### config.mk
export PLATFORM = sky130hd
export DESIGN_NAME = best_fit_extent_allocator_flat
export DESIGN_NICKNAME = d
export VERILOG_FILES = /design/src/design/bfea_pkg.sv /design/src/design/bfea_req_if.sv /design/src/design/bfea_mem.sv /design/src/design/bfea_ctrl.sv /design/src/design/best_fit_extent_allocator.sv /design/src/flat_wrapper.sv
export VERILOG_INCLUDE_DIRS = /design/src /design/src/design
export SDC_FILE = /design/constraint.sdc
export NUM_CORES = 2
export LEC_CHECK = 0
export BUFFER_PORTS_ARGS = -buffer_cell sky130_fd_sc_hd__buf_2
export CORE_MARGIN = 2
export CORE_UTILIZATION = 30
export DETAILED_ROUTE_END_ITERATION = 10
export GPL_TIMING_DRIVEN = 0
export PLACE_DENSITY = 0.55
export SLEW_MARGIN = 20
export SYNTH_ARGS = -nofsm -noshare
export SYNTH_HDL_FRONTEND = slang
export SYNTH_SLANG_ARGS = --single-unit
export TNS_END_PERCENT = 1
### constraint.sdc
create_clock -name clk -period 48.1 [get_ports clk]
set_input_delay 4.81 -clock clk [delete_from_list [all_inputs] [get_ports clk]]
set_output_delay 4.81 -clock clk [all_outputs]
set_load 0.005 [all_outputs]
### src/design/best_fit_extent_allocator_defines.svh
// assertion macros for the best-fit extent allocator
// used by the modules that carry concurrent checks; no dependencies
`ifndef BEST_FIT_EXTENT_ALLOCATOR_DEFINES_SVH
`define BEST_FIT_EXTENT_ALLOCATOR_DEFINES_SVH

// same-cycle implication
`define BFEA_ASSERT(lbl, ck, rstn, pre, post) \
	lbl: assert property (@(posedge ck) disable iff (!rstn) (pre) |-> (post)) \
		else $error("bfea assertion failed");

// next-cycle implication
`define BFEA_ASSERT_NEXT(lbl, ck, rstn, pre, post) \
	lbl: assert property (@(posedge ck) disable iff (!rstn) (pre) |=> (post)) \
		else $error("bfea assertion failed");

`endif

### src/design/bfea_pkg.sv
// types and constants of the best-fit extent allocator
// no dependencies
package bfea_pkg;

	localparam int SEC_W = 24;
	localparam int KEY_W = 16;
	localparam int CMD_W = 2;
	localparam int STS_W = 3;
	localparam int CNT_W = 6;
	localparam int CFG_IDX_W = 1;

	typedef enum logic [CMD_W-1:0] {
		CMD_ADD    = 2'd0,
		CMD_DEL    = 2'd1,
		CMD_RESIZE = 2'd2,
		CMD_RSVD   = 2'd3
	} cmd_t;

	typedef enum logic [STS_W-1:0] {
		STS_OK          = 3'd0,
		STS_NOT_MOUNTED = 3'd1,
		STS_NOT_FOUND   = 3'd2,
		STS_KEY_EXISTS  = 3'd3,
		STS_TABLE_FULL  = 3'd4,
		STS_NO_SPACE    = 3'd5
	} status_t;

	typedef enum logic [CFG_IDX_W-1:0] {
		REG_MOUNTED = 1'd0,
		REG_TOTAL   = 1'd1
	} reg_idx_t;

	typedef enum logic [2:0] {
		S_IDLE,
		S_LOOKUP,
		S_NEXT,
		S_FIT,
		S_SHIFT,
		S_RESP
	} state_t;

	typedef struct packed {
		logic [KEY_W-1:0] key;
		logic [SEC_W-1:0] start;
		logic [SEC_W-1:0] len;
	} entry_t;

	typedef struct packed {
		logic             mounted;
		logic [SEC_W-1:0] total;
	} cfg_t;

	typedef struct packed {
		status_t          status;
		logic [SEC_W-1:0] start;
		logic [SEC_W-1:0] used;
		logic [CNT_W-1:0] count;
	} resp_t;

endpackage

### src/design/bfea_req_if.sv
// request and response channel interfaces of the extent allocator
// depends on bfea_pkg
interface bfea_req_if;
	logic                        valid;
	logic                        ready;
	logic [bfea_pkg::CMD_W-1:0]  command;
	logic [bfea_pkg::KEY_W-1:0]  file_key;
	logic [bfea_pkg::SEC_W-1:0]  sector_count;
	modport source (output valid, command, file_key, sector_count, input ready);
	modport sink (input valid, command, file_key, sector_count, output ready);
endinterface

interface bfea_rsp_if;
	logic                        valid;
	logic                        ready;
	logic [bfea_pkg::STS_W-1:0]  status;
	logic [bfea_pkg::SEC_W-1:0]  first_sector;
	logic [bfea_pkg::SEC_W-1:0]  sectors_allocated;
	logic [bfea_pkg::CNT_W-1:0]  entry_count;
	modport source (output valid, status, first_sector, sectors_allocated, entry_count,
		input ready);
	modport sink (input valid, status, first_sector, sectors_allocated, entry_count,
		output ready);
endinterface

### src/design/bfea_mem.sv
// extent table memory: one write port, one registered read port
// depends on bfea_pkg
module bfea_mem #(
	parameter int DEPTH = 32,
	parameter int IW    = 5
) (
	input  logic              clk,
	input  logic              we,
	input  logic [IW-1:0]     waddr,
	input  bfea_pkg::entry_t  wdata,
	input  logic [IW-1:0]     raddr,
	output bfea_pkg::entry_t  rdata
);

	bfea_pkg::entry_t mem_q [DEPTH];

	always_ff @(posedge clk) begin
		if (we) begin
			mem_q[waddr] <= wdata;
		end
	end

	always_ff @(posedge clk) begin
		rdata <= mem_q[raddr];
	end

endmodule

### src/design/bfea_ctrl.sv
// command sequencer and shared scan datapath of the extent allocator
// depends on bfea_pkg, bfea_mem and the assertion macro header
`include "best_fit_extent_allocator_defines.svh"

module bfea_ctrl #(
	parameter int MAX_EXTENTS = 32,
	parameter int IW          = 5,
	parameter int CW          = 6
) (
	input  logic                        clk,
	input  logic                        arst_n,
	input  bfea_pkg::cfg_t              cfg,
	input  logic                        req_valid,
	output logic                        req_ready,
	input  logic [bfea_pkg::CMD_W-1:0]  req_command,
	input  logic [bfea_pkg::KEY_W-1:0]  req_key,
	input  logic [bfea_pkg::SEC_W-1:0]  req_count,
	output logic                        resp_valid,
	input  logic                        resp_ready,
	output bfea_pkg::resp_t             resp
);

	localparam int SW = bfea_pkg::SEC_W;
	localparam int W1 = SW + 1;
	localparam int W2 = SW + 2;
	localparam logic [CW-1:0] MAX_C = CW'(MAX_EXTENTS);

	bfea_pkg::state_t  state_q, state_d;
	bfea_pkg::cmd_t    cmd_q, cmd_in;
	bfea_pkg::status_t status_q;
	logic [bfea_pkg::KEY_W-1:0] key_q;
	logic [SW-1:0] cnt_q, alloc_q, fstart_q, flen_q, next_q, prev_q, grp_min_q, start_q;
	logic [CW-1:0] n_q, ptr_q, end_q;
	logic [IW-1:0] fidx_q, idx_s1;
	logic          found_q, other_q, have_prev_q, bfound_q, skip_en_q, grp_any_q, v_s1;
	logic [W1-1:0] cur_q, best_q, bsize_q, grp_end_q;

	logic             mem_we;
	logic [IW-1:0]    mem_waddr;
	bfea_pkg::entry_t mem_wdata, rd;

	bfea_mem #(.DEPTH(MAX_EXTENTS), .IW(IW)) u_mem (
		.clk   (clk),
		.we    (mem_we),
		.waddr (mem_waddr),
		.wdata (mem_wdata),
		.raddr (ptr_q[IW-1:0]),
		.rdata (rd)
	);

	assign cmd_in = bfea_pkg::cmd_t'(req_command);

	logic          pass_done, full, add_over, shrink, grow_over, fits_inplace;
	logic          gap_ok, fin_ok, found_fin, add_fits, skip_hit;
	logic [SW-1:0] grow;
	logic [W1-1:0] end_ext, avail, gap, fin_gap, need, where, add_sum, grow_sum, e_rd;
	logic [W2-1:0] pos_end;

	always_comb begin
		pass_done    = (ptr_q >= end_q) && !v_s1;
		full         = n_q >= MAX_C;
		need         = {1'b0, cnt_q};
		add_sum      = {1'b0, alloc_q} + need;
		add_over     = add_sum > {1'b0, cfg.total};
		shrink       = cnt_q <= flen_q;
		grow         = cnt_q - flen_q;
		grow_sum     = {1'b0, alloc_q} + {1'b0, grow};
		grow_over    = grow_sum > {1'b0, cfg.total};
		end_ext      = {1'b0, fstart_q} + {1'b0, flen_q};
		avail        = ({1'b0, next_q} >= end_ext) ? ({1'b0, next_q} - end_ext) : '0;
		fits_inplace = avail >= {1'b0, grow};
		gap          = {1'b0, grp_min_q} - cur_q;
		gap_ok       = ({1'b0, grp_min_q} > cur_q) && (gap >= need)
			&& (!bfound_q || gap < bsize_q);
		fin_gap      = {1'b0, cfg.total} - cur_q;
		fin_ok       = (cur_q < {1'b0, cfg.total}) && (fin_gap >= need)
			&& (!bfound_q || fin_gap < bsize_q);
		found_fin    = bfound_q || fin_ok;
		where        = (bfound_q && !fin_ok) ? best_q : cur_q;
		pos_end      = {1'b0, where} + {2'b0, cnt_q};
		add_fits     = pos_end <= {2'b0, cfg.total};
		skip_hit     = idx_s1 == fidx_q;
		e_rd         = {1'b0, rd.start} + {1'b0, rd.len};
	end

	// next state
	always_comb begin
		state_d = state_q;
		unique case (state_q)
			bfea_pkg::S_IDLE: begin
				if (req_valid) begin
					if (!cfg.mounted || cmd_in == bfea_pkg::CMD_RSVD
							|| (cmd_in == bfea_pkg::CMD_ADD && full)) begin
						state_d = bfea_pkg::S_RESP;
					end else begin
						state_d = bfea_pkg::S_LOOKUP;
					end
				end
			end
			bfea_pkg::S_LOOKUP: begin
				if (pass_done) begin
					unique case (cmd_q)
						bfea_pkg::CMD_ADD: state_d = (found_q || add_over) ?
							bfea_pkg::S_RESP : bfea_pkg::S_FIT;
						bfea_pkg::CMD_DEL: state_d = found_q ?
							bfea_pkg::S_SHIFT : bfea_pkg::S_RESP;
						bfea_pkg::CMD_RESIZE: state_d = (!found_q || shrink || grow_over) ?
							bfea_pkg::S_RESP : bfea_pkg::S_NEXT;
						default: state_d = bfea_pkg::S_RESP;
					endcase
				end
			end
			bfea_pkg::S_NEXT: begin
				if (pass_done) begin
					state_d = fits_inplace ? bfea_pkg::S_RESP : bfea_pkg::S_FIT;
				end
			end
			bfea_pkg::S_FIT: begin
				if (pass_done && !grp_any_q) begin
					state_d = bfea_pkg::S_RESP;
				end
			end
			bfea_pkg::S_SHIFT: begin
				if (pass_done) begin
					state_d = bfea_pkg::S_RESP;
				end
			end
			bfea_pkg::S_RESP: begin
				if (resp_ready) begin
					state_d = bfea_pkg::S_IDLE;
				end
			end
			default: state_d = bfea_pkg::S_IDLE;
		endcase
	end

	// outputs and table writes
	always_comb begin
		req_ready    = state_q == bfea_pkg::S_IDLE;
		resp_valid   = state_q == bfea_pkg::S_RESP;
		resp.status  = status_q;
		resp.start   = start_q;
		resp.used    = alloc_q;
		resp.count   = bfea_pkg::CNT_W'(n_q);
		mem_we       = 1'b0;
		mem_waddr    = fidx_q;
		mem_wdata    = '{key: key_q, start: fstart_q, len: cnt_q};
		unique case (state_q)
			bfea_pkg::S_SHIFT: begin
				mem_we    = v_s1;
				mem_waddr = idx_s1 - IW'(1);
				mem_wdata = rd;
			end
			bfea_pkg::S_LOOKUP: begin
				mem_we = pass_done && cmd_q == bfea_pkg::CMD_RESIZE && found_q && shrink;
			end
			bfea_pkg::S_NEXT: begin
				mem_we = pass_done && fits_inplace;
			end
			bfea_pkg::S_FIT: begin
				mem_wdata.start = where[SW-1:0];
				if (cmd_q == bfea_pkg::CMD_ADD) begin
					mem_waddr = n_q[IW-1:0];
					mem_we    = pass_done && !grp_any_q && add_fits;
				end else begin
					mem_we    = pass_done && !grp_any_q && found_fin;
				end
			end
			default: mem_we = 1'b0;
		endcase
	end

	always_ff @(posedge clk or negedge arst_n) begin
		if (!arst_n) begin
			state_q     <= bfea_pkg::S_IDLE;
			n_q         <= '0;
			alloc_q     <= '0;
			ptr_q       <= '0;
			end_q       <= '0;
			v_s1        <= 1'b0;
			idx_s1      <= '0;
			cmd_q       <= bfea_pkg::CMD_ADD;
			status_q    <= bfea_pkg::STS_OK;
			key_q       <= '0;
			cnt_q       <= '0;
			start_q     <= '0;
			found_q     <= 1'b0;
			fidx_q      <= '0;
			fstart_q    <= '0;
			flen_q      <= '0;
			next_q      <= '0;
			other_q     <= 1'b0;
			prev_q      <= '0;
			have_prev_q <= 1'b0;
			cur_q       <= '0;
			best_q      <= '0;
			bsize_q     <= '0;
			bfound_q    <= 1'b0;
			skip_en_q   <= 1'b0;
			grp_any_q   <= 1'b0;
			grp_min_q   <= '0;
			grp_end_q   <= '0;
		end else begin
			state_q <= state_d;
			// scan pipeline: address issue, data in the following cycle
			if (ptr_q < end_q) begin
				ptr_q  <= ptr_q + CW'(1);
				v_s1   <= 1'b1;
				idx_s1 <= ptr_q[IW-1:0];
			end else begin
				v_s1 <= 1'b0;
			end
			unique case (state_q)
				bfea_pkg::S_IDLE: begin
					if (req_valid) begin
						cmd_q    <= cmd_in;
						key_q    <= req_key;
						cnt_q    <= req_count;
						start_q  <= '0;
						found_q  <= 1'b0;
						ptr_q    <= '0;
						end_q    <= '0;
						if (!cfg.mounted) begin
							status_q <= bfea_pkg::STS_NOT_MOUNTED;
						end else if (cmd_in == bfea_pkg::CMD_RSVD) begin
							status_q <= bfea_pkg::STS_NOT_FOUND;
						end else if (cmd_in == bfea_pkg::CMD_ADD && full) begin
							status_q <= bfea_pkg::STS_TABLE_FULL;
						end else begin
							status_q <= bfea_pkg::STS_OK;
							end_q    <= n_q;
						end
					end
				end
				bfea_pkg::S_LOOKUP: begin
					if (v_s1 && !found_q && rd.key == key_q) begin
						found_q  <= 1'b1;
						fidx_q   <= idx_s1;
						fstart_q <= rd.start;
						flen_q   <= rd.len;
					end
					if (pass_done) begin
						ptr_q       <= '0;
						end_q       <= n_q;
						next_q      <= cfg.total;
						other_q     <= 1'b0;
						have_prev_q <= 1'b0;
						cur_q       <= '0;
						bfound_q    <= 1'b0;
						grp_any_q   <= 1'b0;
						skip_en_q   <= cmd_q != bfea_pkg::CMD_ADD;
						unique case (cmd_q)
							bfea_pkg::CMD_ADD: begin
								if (found_q) begin
									status_q <= bfea_pkg::STS_KEY_EXISTS;
								end else if (add_over) begin
									status_q <= bfea_pkg::STS_NO_SPACE;
								end
							end
							bfea_pkg::CMD_DEL: begin
								if (!found_q) begin
									status_q <= bfea_pkg::STS_NOT_FOUND;
								end else begin
									alloc_q <= alloc_q - flen_q;
									ptr_q   <= CW'(fidx_q) + CW'(1);
								end
							end
							bfea_pkg::CMD_RESIZE: begin
								if (!found_q) begin
									status_q <= bfea_pkg::STS_NOT_FOUND;
								end else if (shrink) begin
									alloc_q <= alloc_q - (flen_q - cnt_q);
									start_q <= fstart_q;
								end else if (grow_over) begin
									status_q <= bfea_pkg::STS_NO_SPACE;
								end
							end
							default: status_q <= bfea_pkg::STS_NOT_FOUND;
						endcase
					end
				end
				bfea_pkg::S_NEXT: begin
					if (v_s1 && !skip_hit && {1'b0, rd.start} >= end_ext
							&& (!other_q || rd.start < next_q)) begin
						next_q  <= rd.start;
						other_q <= 1'b1;
					end
					if (pass_done) begin
						ptr_q <= '0;
						end_q <= n_q;
						if (fits_inplace) begin
							alloc_q <= grow_sum[SW-1:0];
							start_q <= fstart_q;
						end
					end
				end
				bfea_pkg::S_FIT: begin
					// pick the lowest start above the last one, with its farthest end
					if (v_s1 && !(skip_en_q && skip_hit)
							&& (!have_prev_q || rd.start > prev_q)) begin
						if (!grp_any_q || rd.start < grp_min_q) begin
							grp_any_q <= 1'b1;
							grp_min_q <= rd.start;
							grp_end_q <= e_rd;
						end else if (rd.start == grp_min_q && e_rd > grp_end_q) begin
							grp_end_q <= e_rd;
						end
					end
					if (pass_done) begin
						if (grp_any_q) begin
							if (gap_ok) begin
								bfound_q <= 1'b1;
								best_q   <= cur_q;
								bsize_q  <= gap;
							end
							if (grp_end_q > cur_q) begin
								cur_q <= grp_end_q;
							end
							prev_q      <= grp_min_q;
							have_prev_q <= 1'b1;
							grp_any_q   <= 1'b0;
							ptr_q       <= '0;
							end_q       <= n_q;
						end else if (cmd_q == bfea_pkg::CMD_ADD) begin
							if (add_fits) begin
								n_q     <= n_q + CW'(1);
								alloc_q <= add_sum[SW-1:0];
								start_q <= where[SW-1:0];
							end else begin
								status_q <= bfea_pkg::STS_NO_SPACE;
							end
						end else begin
							if (found_fin) begin
								alloc_q <= grow_sum[SW-1:0];
								start_q <= where[SW-1:0];
							end else begin
								status_q <= bfea_pkg::STS_NO_SPACE;
							end
						end
					end
				end
				bfea_pkg::S_SHIFT: begin
					if (pass_done) begin
						n_q <= n_q - CW'(1);
					end
				end
				bfea_pkg::S_RESP: begin
					ptr_q <= '0;
					end_q <= '0;
				end
				default: ptr_q <= '0;
			endcase
		end
	end

	`BFEA_ASSERT(a_count_bound, clk, arst_n, 1'b1, n_q <= MAX_C)
	`BFEA_ASSERT(a_shift_not_head, clk, arst_n, state_q == bfea_pkg::S_SHIFT && v_s1,
		idx_s1 != '0)
	`BFEA_ASSERT_NEXT(a_busy_blocks_req, clk, arst_n,
		state_q != bfea_pkg::S_IDLE && state_d != bfea_pkg::S_IDLE, !req_ready)
	`BFEA_ASSERT(a_count_change_src, clk, arst_n, n_q != $past(n_q),
		$past(state_q) == bfea_pkg::S_FIT || $past(state_q) == bfea_pkg::S_SHIFT)

endmodule

### src/design/best_fit_extent_allocator.sv
// best-fit contiguous extent allocator
// commands arrive on req (add, delete, resize of one extent by file key) and
// each gives exactly one response on rsp: status, start sector, used sectors
// and the number of extents in the table. Mount flag and data-area size are
// written through cfg_we/cfg_index/cfg_data; the user must write them only
// while the block is idle, as the block itself does not enforce it. One
// command is worked at a time; req.ready is low while it runs. Every step
// walks the table through one read port, one entry per cycle. Lookup is one
// pass, delete adds one shift pass, an in-place grow one more, and a
// best-fit placement needs one pass per distinct start sector plus one;
// errors found before the lookup skip all passes and respond directly.
// Responses sit in an output register, so a stalled receiver holds only
// that register; a new command can be taken meanwhile and waits to respond.
// Reset empties the table, clears used sectors and unmounts the volume.
// depends on bfea_pkg, bfea_req_if, bfea_ctrl, bfea_mem
module best_fit_extent_allocator #(
	parameter int MAX_EXTENTS = 32
) (
	input  logic                            clk,
	input  logic                            arst_n,
	input  logic                            cfg_we,
	input  logic [bfea_pkg::CFG_IDX_W-1:0]  cfg_index,
	input  logic [bfea_pkg::SEC_W-1:0]      cfg_data,
	bfea_req_if.sink                        req,
	bfea_rsp_if.source                      rsp
);

	localparam int IW = $clog2(MAX_EXTENTS);
	localparam int CW = $clog2(MAX_EXTENTS + 1);

	bfea_pkg::cfg_t  cfg_q;
	bfea_pkg::resp_t ctrl_resp, out_q;
	logic            ctrl_resp_valid, ctrl_resp_ready, out_valid_q;

	always_ff @(posedge clk or negedge arst_n) begin
		if (!arst_n) begin
			cfg_q <= '0;
		end else if (cfg_we) begin
			unique case (bfea_pkg::reg_idx_t'(cfg_index))
				bfea_pkg::REG_MOUNTED: cfg_q.mounted <= cfg_data[0];
				bfea_pkg::REG_TOTAL:   cfg_q.total <= cfg_data;
				default:               cfg_q <= cfg_q;
			endcase
		end
	end

	bfea_ctrl #(.MAX_EXTENTS(MAX_EXTENTS), .IW(IW), .CW(CW)) u_ctrl (
		.clk         (clk),
		.arst_n      (arst_n),
		.cfg         (cfg_q),
		.req_valid   (req.valid),
		.req_ready   (req.ready),
		.req_command (req.command),
		.req_key     (req.file_key),
		.req_count   (req.sector_count),
		.resp_valid  (ctrl_resp_valid),
		.resp_ready  (ctrl_resp_ready),
		.resp        (ctrl_resp)
	);

	assign ctrl_resp_ready = !out_valid_q || rsp.ready;

	always_ff @(posedge clk or negedge arst_n) begin
		if (!arst_n) begin
			out_valid_q <= 1'b0;
		end else if (ctrl_resp_valid && ctrl_resp_ready) begin
			out_valid_q <= 1'b1;
		end else if (rsp.ready) begin
			out_valid_q <= 1'b0;
		end
	end

	always_ff @(posedge clk) begin
		if (ctrl_resp_valid && ctrl_resp_ready) begin
			out_q <= ctrl_resp;
		end
	end

	assign rsp.valid             = out_valid_q;
	assign rsp.status            = out_q.status;
	assign rsp.first_sector      = out_q.start;
	assign rsp.sectors_allocated = out_q.used;
	assign rsp.entry_count       = out_q.count;

endmodule
### src/flat_wrapper.sv
// flat-port wrapper written by rule: the top's interface ports become plain ports
module best_fit_extent_allocator_flat 
#(
	parameter int MAX_EXTENTS = 32
)
  (clk, arst_n, cfg_we, cfg_index, cfg_data, req_valid, req_command, req_file_key, req_sector_count, req_ready, rsp_valid, rsp_status, rsp_first_sector, rsp_sectors_allocated, rsp_entry_count, rsp_ready);
  bfea_req_if req_i ();
  bfea_rsp_if rsp_i ();
  input  logic clk;
  input  logic arst_n;
  input  logic cfg_we;
  input  logic [bfea_pkg::CFG_IDX_W-1:0] cfg_index;
  input  logic [bfea_pkg::SEC_W-1:0] cfg_data;
  input wire logic [$bits(req_i.valid)-1:0] req_valid;
  input wire logic [$bits(req_i.command)-1:0] req_command;
  input wire logic [$bits(req_i.file_key)-1:0] req_file_key;
  input wire logic [$bits(req_i.sector_count)-1:0] req_sector_count;
  output wire logic [$bits(req_i.ready)-1:0] req_ready;
  output wire logic [$bits(rsp_i.valid)-1:0] rsp_valid;
  output wire logic [$bits(rsp_i.status)-1:0] rsp_status;
  output wire logic [$bits(rsp_i.first_sector)-1:0] rsp_first_sector;
  output wire logic [$bits(rsp_i.sectors_allocated)-1:0] rsp_sectors_allocated;
  output wire logic [$bits(rsp_i.entry_count)-1:0] rsp_entry_count;
  input wire logic [$bits(rsp_i.ready)-1:0] rsp_ready;
  assign req_i.valid = req_valid;
  assign req_i.command = req_command;
  assign req_i.file_key = req_file_key;
  assign req_i.sector_count = req_sector_count;
  assign req_ready = req_i.ready;
  assign rsp_valid = rsp_i.valid;
  assign rsp_status = rsp_i.status;
  assign rsp_first_sector = rsp_i.first_sector;
  assign rsp_sectors_allocated = rsp_i.sectors_allocated;
  assign rsp_entry_count = rsp_i.entry_count;
  assign rsp_i.ready = rsp_ready;
  best_fit_extent_allocator #(.MAX_EXTENTS(MAX_EXTENTS)) u_core (.clk(clk), .arst_n(arst_n), .cfg_we(cfg_we), .cfg_index(cfg_index), .cfg_data(cfg_data), .req(req_i), .rsp(rsp_i));
endmodule
Yosys cells after proc, flatten, opt, wreduce, memory -nomap -nowiden
Memories as Yosys holds them, arrays and structs flattened. A register that Yosys moved wholly into a read port is not among the register bits.
Cells that the tools add are included.
Word-level totals
  register bits: 434
  memories kept: 1
  RAM bits: 2048
  logic and storage cells: 323
Cells by class
  reductions and logical operators: 83
  magnitude comparators: 21
  $add $sub $neg: 17
  mux-type cells: 122
  bitwise operators: 1
  equality and inequality tests: 43
Memory list
  u_core.u_ctrl.u_mem.mem_q: words 32, width 64, read ports 1, clocked after memory_dff 1, write ports 1, RTL line bfea_mem.sv:15  | bfea_pkg::entry_t mem_q [DEPTH];
Operators by type and width (count)
  24-bit 2-to-1 mux: 26
  25-bit 2-to-1 mux: 8
  24-bit case mux with 2 select lines: 3
  6-bit 2-to-1 mux: 20
  24-bit by 24-bit adder with 25-bit output: 4
  24-bit case mux with 4 select lines: 1
  24-bit subtractor: 4
  3-bit 2-to-1 mux: 26
  25-bit by 24-bit >= comparator with 1-bit output: 3
  24-bit by 25-bit subtractor with 25-bit output: 3
  24-bit case mux with 3 select lines: 1
  24-bit by 25-bit >= comparator with 1-bit output: 2
  25-bit by 24-bit greater-than comparator with 1-bit output: 2
  25-bit greater-than comparator: 2
  25-bit less-than comparator: 2
  25-bit case mux with 2 select lines: 1
  24-bit less-than comparator: 2
  2-bit inequality test, second input constant: 19
  6-bit case mux with 5 select lines: 1
  3-bit case mux with 3 select lines: 3
  25-bit by 24-bit adder with 26-bit output: 1
  26-bit by 24-bit <= comparator with 1-bit output: 1
  24-bit by 25-bit greater-than comparator with 1-bit output: 1
  25-bit by 24-bit less-than comparator with 1-bit output: 1
  other kinds (47): 150

Logic depth before layout (Yosys ltp)
  word-level depth: 14
  depth in mapped cells: 50
  gate-level depth less buffers: 48

Hierarchy
A second synthesis with hierarchy kept.
Second synthesis, totals
  cell total of the unflattened synthesis: 7662
  area total of the unflattened synthesis: 119395.8 µm²
Modules (own cells, without submodules)
  bfea_mem: sequential area each 62780.2 µm², times used 1, cells an instance 3109, area each 78949.5 µm²
  bfea_ctrl: sequential area each 8783.4 µm², times used 1, cells an instance 4438, area each 37673.6 µm²
  best_fit_extent_allocator: sequential area each 2362.3 µm², times used 1, cells an instance 115, area each 2772.7 µm²

Worst setup path before layout
OpenSTA, ideal clock, no wires.
  kind: register to register
  from: register u_core.cfg_q[0] (netlist name)
  to: memory u_core.u_ctrl.u_mem.mem_q[19][0] (netlist name) (enable)
  setup time: 0.829 ns
  data required time: 47.271 ns
  data arrival time: 18.630 ns
  path buffers: 1
  path slack: 28.641 ns
  cell stages (with the launch flop): 47
  path through: dfrtp_1 > inv_1 > ha_1 > inv_1 > fa_1 > nand3_1 > a21oi_1 > o31a_1 > o21ai_0 > a21boi_0 > o21a_1 > o21a_1 > o21ai_0 > nand2b_1 > xor2_1 > ha_1 > nand4_1 > nor4_1 > (+11 left out) > a32oi_1 > a21o_1 > a21o_1 > a21o_1 > a21oi_1 > xnor2_1 > ha_1 > a21oi_1 > nor2b_1 > o21ai_0 > nand2_1 > nor3_1 > o21ai_0 > a2111oi_0 > mux2i_1 > a211oi_2 > o21ai_2 > a2111oi_0
Between the ends
  word-level cells in the longest chain between the ends: 14
RTL lines
  start: declaration: RTL line best_fit_extent_allocator.sv:31  | bfea_pkg::cfg_t cfg_q;
  start signal: assignment: RTL line best_fit_extent_allocator.sv:42  | default: cfg_q <= cfg_q;
  24-bit by 25-bit subtractor with 25-bit output: RTL line bfea_ctrl.sv:75  | fin_gap = {1'b0, cfg.total} - cur_q;
  25-bit by 24-bit >= comparator with 1-bit output or 25-bit less-than comparator (tied branches): RTL line bfea_ctrl.sv:76, bfea_ctrl.sv:77
  1-bit logical AND or 1-bit logical OR (tied branches): RTL line bfea_ctrl.sv:76, bfea_ctrl.sv:77
  1-bit logical AND: RTL line bfea_ctrl.sv:77  | && (!bfound_q || fin_gap < bsize_q);
  1-bit zero test: RTL line bfea_ctrl.sv:79  | where = (bfound_q && !fin_ok) ? best_q : cur_q;
  1-bit logical AND: RTL line bfea_ctrl.sv:79
  25-bit 2-to-1 mux: RTL line bfea_ctrl.sv:79
  25-bit by 24-bit adder with 26-bit output: RTL line bfea_ctrl.sv:80  | pos_end = {1'b0, where} + {2'b0, cnt_q};
  26-bit by 24-bit <= comparator with 1-bit output: RTL line bfea_ctrl.sv:81  | add_fits = pos_end <= {2'b0, cfg.total};
  1-bit logical AND: RTL line bfea_ctrl.sv:164  | mem_we = pass_done && !grp_any_q && add_fits;
  1-bit 2-to-1 mux *: RTL line bfea_ctrl.sv:162  | if (cmd_q == bfea_pkg::CMD_ADD) begin
  1-bit case mux with 4 select lines *: RTL line bfea_ctrl.sv:148  | unique case (state_q)
  1-bit 2-to-1 mux *: RTL line bfea_mem.sv:18  | if (we) begin
  1-bit 2-to-1 mux (not written as such) *: RTL line bfea_mem.sv:19  | mem_q[waddr] <= wdata;
  end: declaration: RTL line bfea_mem.sv:15
Mark *: on every way between the ends. The rest lies on a longest branch, timed or not.

Worst setup path after layout
  from: register u_core.cfg_q[0] (netlist name)
  to: memory u_core.u_ctrl.u_mem.mem_q[26][60] (netlist name) (enable)
The elaborated chain is that of the path after synthesis.

==> flow_metrics.env <==
export IMPL_ys_seq_area_frac=0.617
export IMPL_whs_endpoint="u_core.rsp.first_sector[14]$_DFFE_PP_"
export IMPL_fmax_mhz=68.8
export IMPL_reg2reg_depth=56
export IMPL_arrival_ps=15080
export IMPL_post_route_drc_count=0
export IMPL_cts_buffers=273
export IMPL_power_mw=9.35
export IMPL_ir_worst_vdd_mv=0.0397
export IMPL_finalWirelength_um=408000
export IMPL_dieArea_sq_um=404000
export IMPL_min_from="u_core.u_ctrl.start_q[14]$_DFFE_PN0P_"
export IMPL_async_flop_share=0.148
export IMPL_pin_count=131
export IMPL_worstPathRequired_ps=48660
export IMPL_drt_initial_drc_count=8338
export IMPL_layoutNonFillerInstCount=14600
export IMPL_drt_wirelength_per_cell_um=27.9
export IMPL_placed_area_sq_um=131000
export IMPL_grt_max_degree=93
export IMPL_syn_inst=8327
export IMPL_worstSetupPathType="reg -> reg"
export IMPL_via_per_inst=5.31
export IMPL_hold_viol=0
export IMPL_io_buffers=130
export IMPL_whs_ps=454
export IMPL_clk_latency_ps=880
export IMPL_post_route_util=0.352
export IMPL_ant_nets=0
export IMPL_syn_cell_area_sq_um=120000
export IMPL_r2r_start="u_core.cfg_q[0]$_DFFE_PN0P_"
export IMPL_grt_pass1_vias=76900
export IMPL_crit_family="compound AO/OA/AOI/OAI gates"
export IMPL_cp_slowest_cell="a32oi_1"
export IMPL_timing_critical_path_mode_cell="buf_2"
export IMPL_hold_buffers=0
export IMPL_worst_slack_ps=33570
export IMPL_cts_tree="built"
export IMPL_setup_tns_ps=0
export IMPL_firstDrtPassIters=8
export IMPL_fin_area_sq_um=140000
export IMPL_h_tree_depth=5
export IMPL_clockBufferDepth=4
export IMPL_grt_total_usage=0.197
export IMPL_clockRootBuffer="clkbuf_16"
export IMPL_r2r_end="u_core.u_ctrl.u_mem.mem_q[26][60]$_DFFE_PP_"
export IMPL_synth_nets=9046
export IMPL_p_leak_nw=50.7
export IMPL_postCtsSetupBuffers=0
export IMPL_gp_congestion=0.938
export IMPL_worst_pin_slew_ps=1260
export IMPL_critPathMaxStageDelay_ps=640
export IMPL_start_util=0.301
export IMPL_post_cts_resized=0
export IMPL_ys_ff_latch=2546
export IMPL_cp_end_kind="flop"
export IMPL_finalClockSkew_ps=84.4
export IMPL_setup_viol=0
export IMPL_powerDensity_nw_per_um2=66.7
export IMPL_clk_pin_slew_ps=60
export IMPL_antenna_found_initial=40
export IMPL_relSlewSlack=0.151
export IMPL_chipWidth_um=636
export IMPL_area_delta_synth_final_pct=17.1
export IMPL_vias=77700
export IMPL_slew_violations=0
export IMPL_dp_hpwl_um=314000
export IMPL_syn_avg_cell_area_sq_um=14.4
export IMPL_coreArea_sq_um=398000
export IMPL_place_ws_ps=33970
export IMPL_rows=232
export IMPL_hold_path_class="reg -> reg"
export IMPL_synth_warnings=0
export IMPL_grt_pass1_wl_um=572000
export IMPL_rsz0062_at_grt="false"
export IMPL_drive_gt1_frac=0.188
export IMPL_synth_cell_types=99
export IMPL_maxCapViolCount=0
export IMPL_die_h_um=636
export IMPL_min_period_over_period=0.302
export IMPL_fin_crit_ps=14530
export IMPL_rrSetupSlack_ps=33570
export IMPL_worstPathMaxFanout=10
export IMPL_ys_flop_type="edfxtp_1"
export IMPL_crit_buf_inv=11
export IMPL_synth_edf_count=2105
export IMPL_worstSetupStartpointType="flop"
export IMPL_grt_overflow=0
export IMPL_fill_cells=38200
export IMPL_dp_cells=14100
export IMPL_hold_depth=0
export IMPL_status="completed"
export IMPL_cts_sinks=2546
export IMPL_nets=9845
-- layout make-up --
type	count	area, sq um	area share
Timing Repair Buffer	524	4360	0.0311
Buffer	330	1380	0.00984
Inverter	425	1600	0.0114
Antenna cell	7	17.5	0.000125
Clock buffer	366	7640	0.0545
Tap cell	5265	6590	0.0470
Clock inverter	122	1310	0.00930
Multi-Input combinational cell	5026	43400	0.310
Sequential cell	2546	73900	0.527
-- cells in the mapped netlist, types with 34 or more instances --
cell type | count | area [sq um]
edfxtp_1 | 2105 | 63200
ha_1 | 613 | 7670
nand2_1 | 548 | 2060
a21oi_1 | 494 | 2470
o21ai_0 | 441 | 2210
mux2i_1 | 426 | 4260
inv_1 | 424 | 1590
dfrtp_1 | 377 | 9430
mux2_2 | 339 | 3820
mux4_2 | 296 | 6670
nor2_1 | 240 | 901
clkbuf_1 | 224 | 841
o221ai_1 | 178 | 1560
a21o_1 | 177 | 1330
xnor2_1 | 149 | 1310
xor2_1 | 102 | 893
buf_1 | 86 | 323
nand3_1 | 72 | 360
o21a_1 | 70 | 526
nand4_1 | 67 | 419
dfxtp_1 | 64 | 1280
nor3_1 | 64 | 320
o22ai_1 | 63 | 394
a211oi_1 | 61 | 458
nor2b_1 | 57 | 357
and2_1 | 45 | 282
nand2b_1 | 45 | 282
fa_1 | 34 | 681
-- state kept, by name (all words and copies together), names as in the netlist, 25 cells and up --
name	count
u_core.u_ctrl.best_q	25
u_core.u_ctrl.u_mem.mem_q	2048
u_core.u_ctrl.grp_end_q	25
u_core.u_ctrl.bsize_q	25
u_core.u_ctrl.u_mem.rdata	64
u_core.cfg_q	25
u_core.u_ctrl.cur_q	25
-- where the power goes --
part	total [mW]	internal [mW]	switching (mW)	leakage, nW
logic	4.10	1.54	2.56	21.7
clock network	2.14	1.24	0.895	4.35
registers	3.11	2.82	0.284	24.6
total	9.35	5.61	3.74	50.7
-- cells in the final DEF, fill, tap and decap left out, drive strengths merged, types with 63 or more instances in the layout --
cell type / instances
o221ai: 178
mux2i: 426
buf: 625
o22ai: 63
nor2: 240
dfxtp: 64
nand4: 67
a211oi: 63
o21ai: 445
mux2: 339
nor3: 65
a21oi: 495
clkbuf: 595
a21o: 181
inv: 435
clkinv: 81
edfxtp: 2105
nand2: 548
xnor2: 149
o21a: 71
dfrtp: 377
mux4: 296
xor2: 102
ha: 613
nand3: 72
-- worst max path at each step --
stage / startpoint / endpoint / depth (start not counted) / slack, ps
after global placement: u_core.cfg_q[0]$_DFFE_PN0P_ / u_core.u_ctrl.u_mem.mem_q[19][59]$_DFFE_PP_ / 44 / 11690
after detailed placement: u_core.cfg_q[0]$_DFFE_PN0P_ / u_core.u_ctrl.u_mem.mem_q[26][59]$_DFFE_PP_ / 56 / 33970
after global routing: u_core.cfg_q[0]$_DFFE_PN0P_ / u_core.u_ctrl.u_mem.mem_q[26][60]$_DFFE_PP_ / 56 / 32920
after CTS: u_core.cfg_q[0]$_DFFE_PN0P_ / u_core.u_ctrl.u_mem.mem_q[26][60]$_DFFE_PP_ / 56 / 33890
after floorplan: u_core.cfg_q[0]$_DFFE_PN0P_ / u_core.u_ctrl.u_mem.mem_q[19][0]$_DFFE_PP_ / 46 / 28640
final: u_core.cfg_q[0]$_DFFE_PN0P_ / u_core.u_ctrl.u_mem.mem_q[26][60]$_DFFE_PP_ / 56 / 33570
-- routing by layer --
metal  vias up  global-route usage  share of wire
met5         -                   0       0.000020
met4         2              0.0671          0.039
met3       640              0.0337          0.072
met2      3091               0.318           0.46
met1     40000               0.267           0.43
li1      33900                   -              -
-- cells by family after synthesis --
logic type / share of synthesized area
adders and majority gates: 0.0697
AOI/OAI and AO/OA: 0.0994
and+or+nand+nor: 0.0477
muxes: 0.123
xor gates and xnor gates: 0.0184
buffers and inverters: 0.0243
DFF: 0.617
Note: power is estimated with default switching activity, not from simulation.
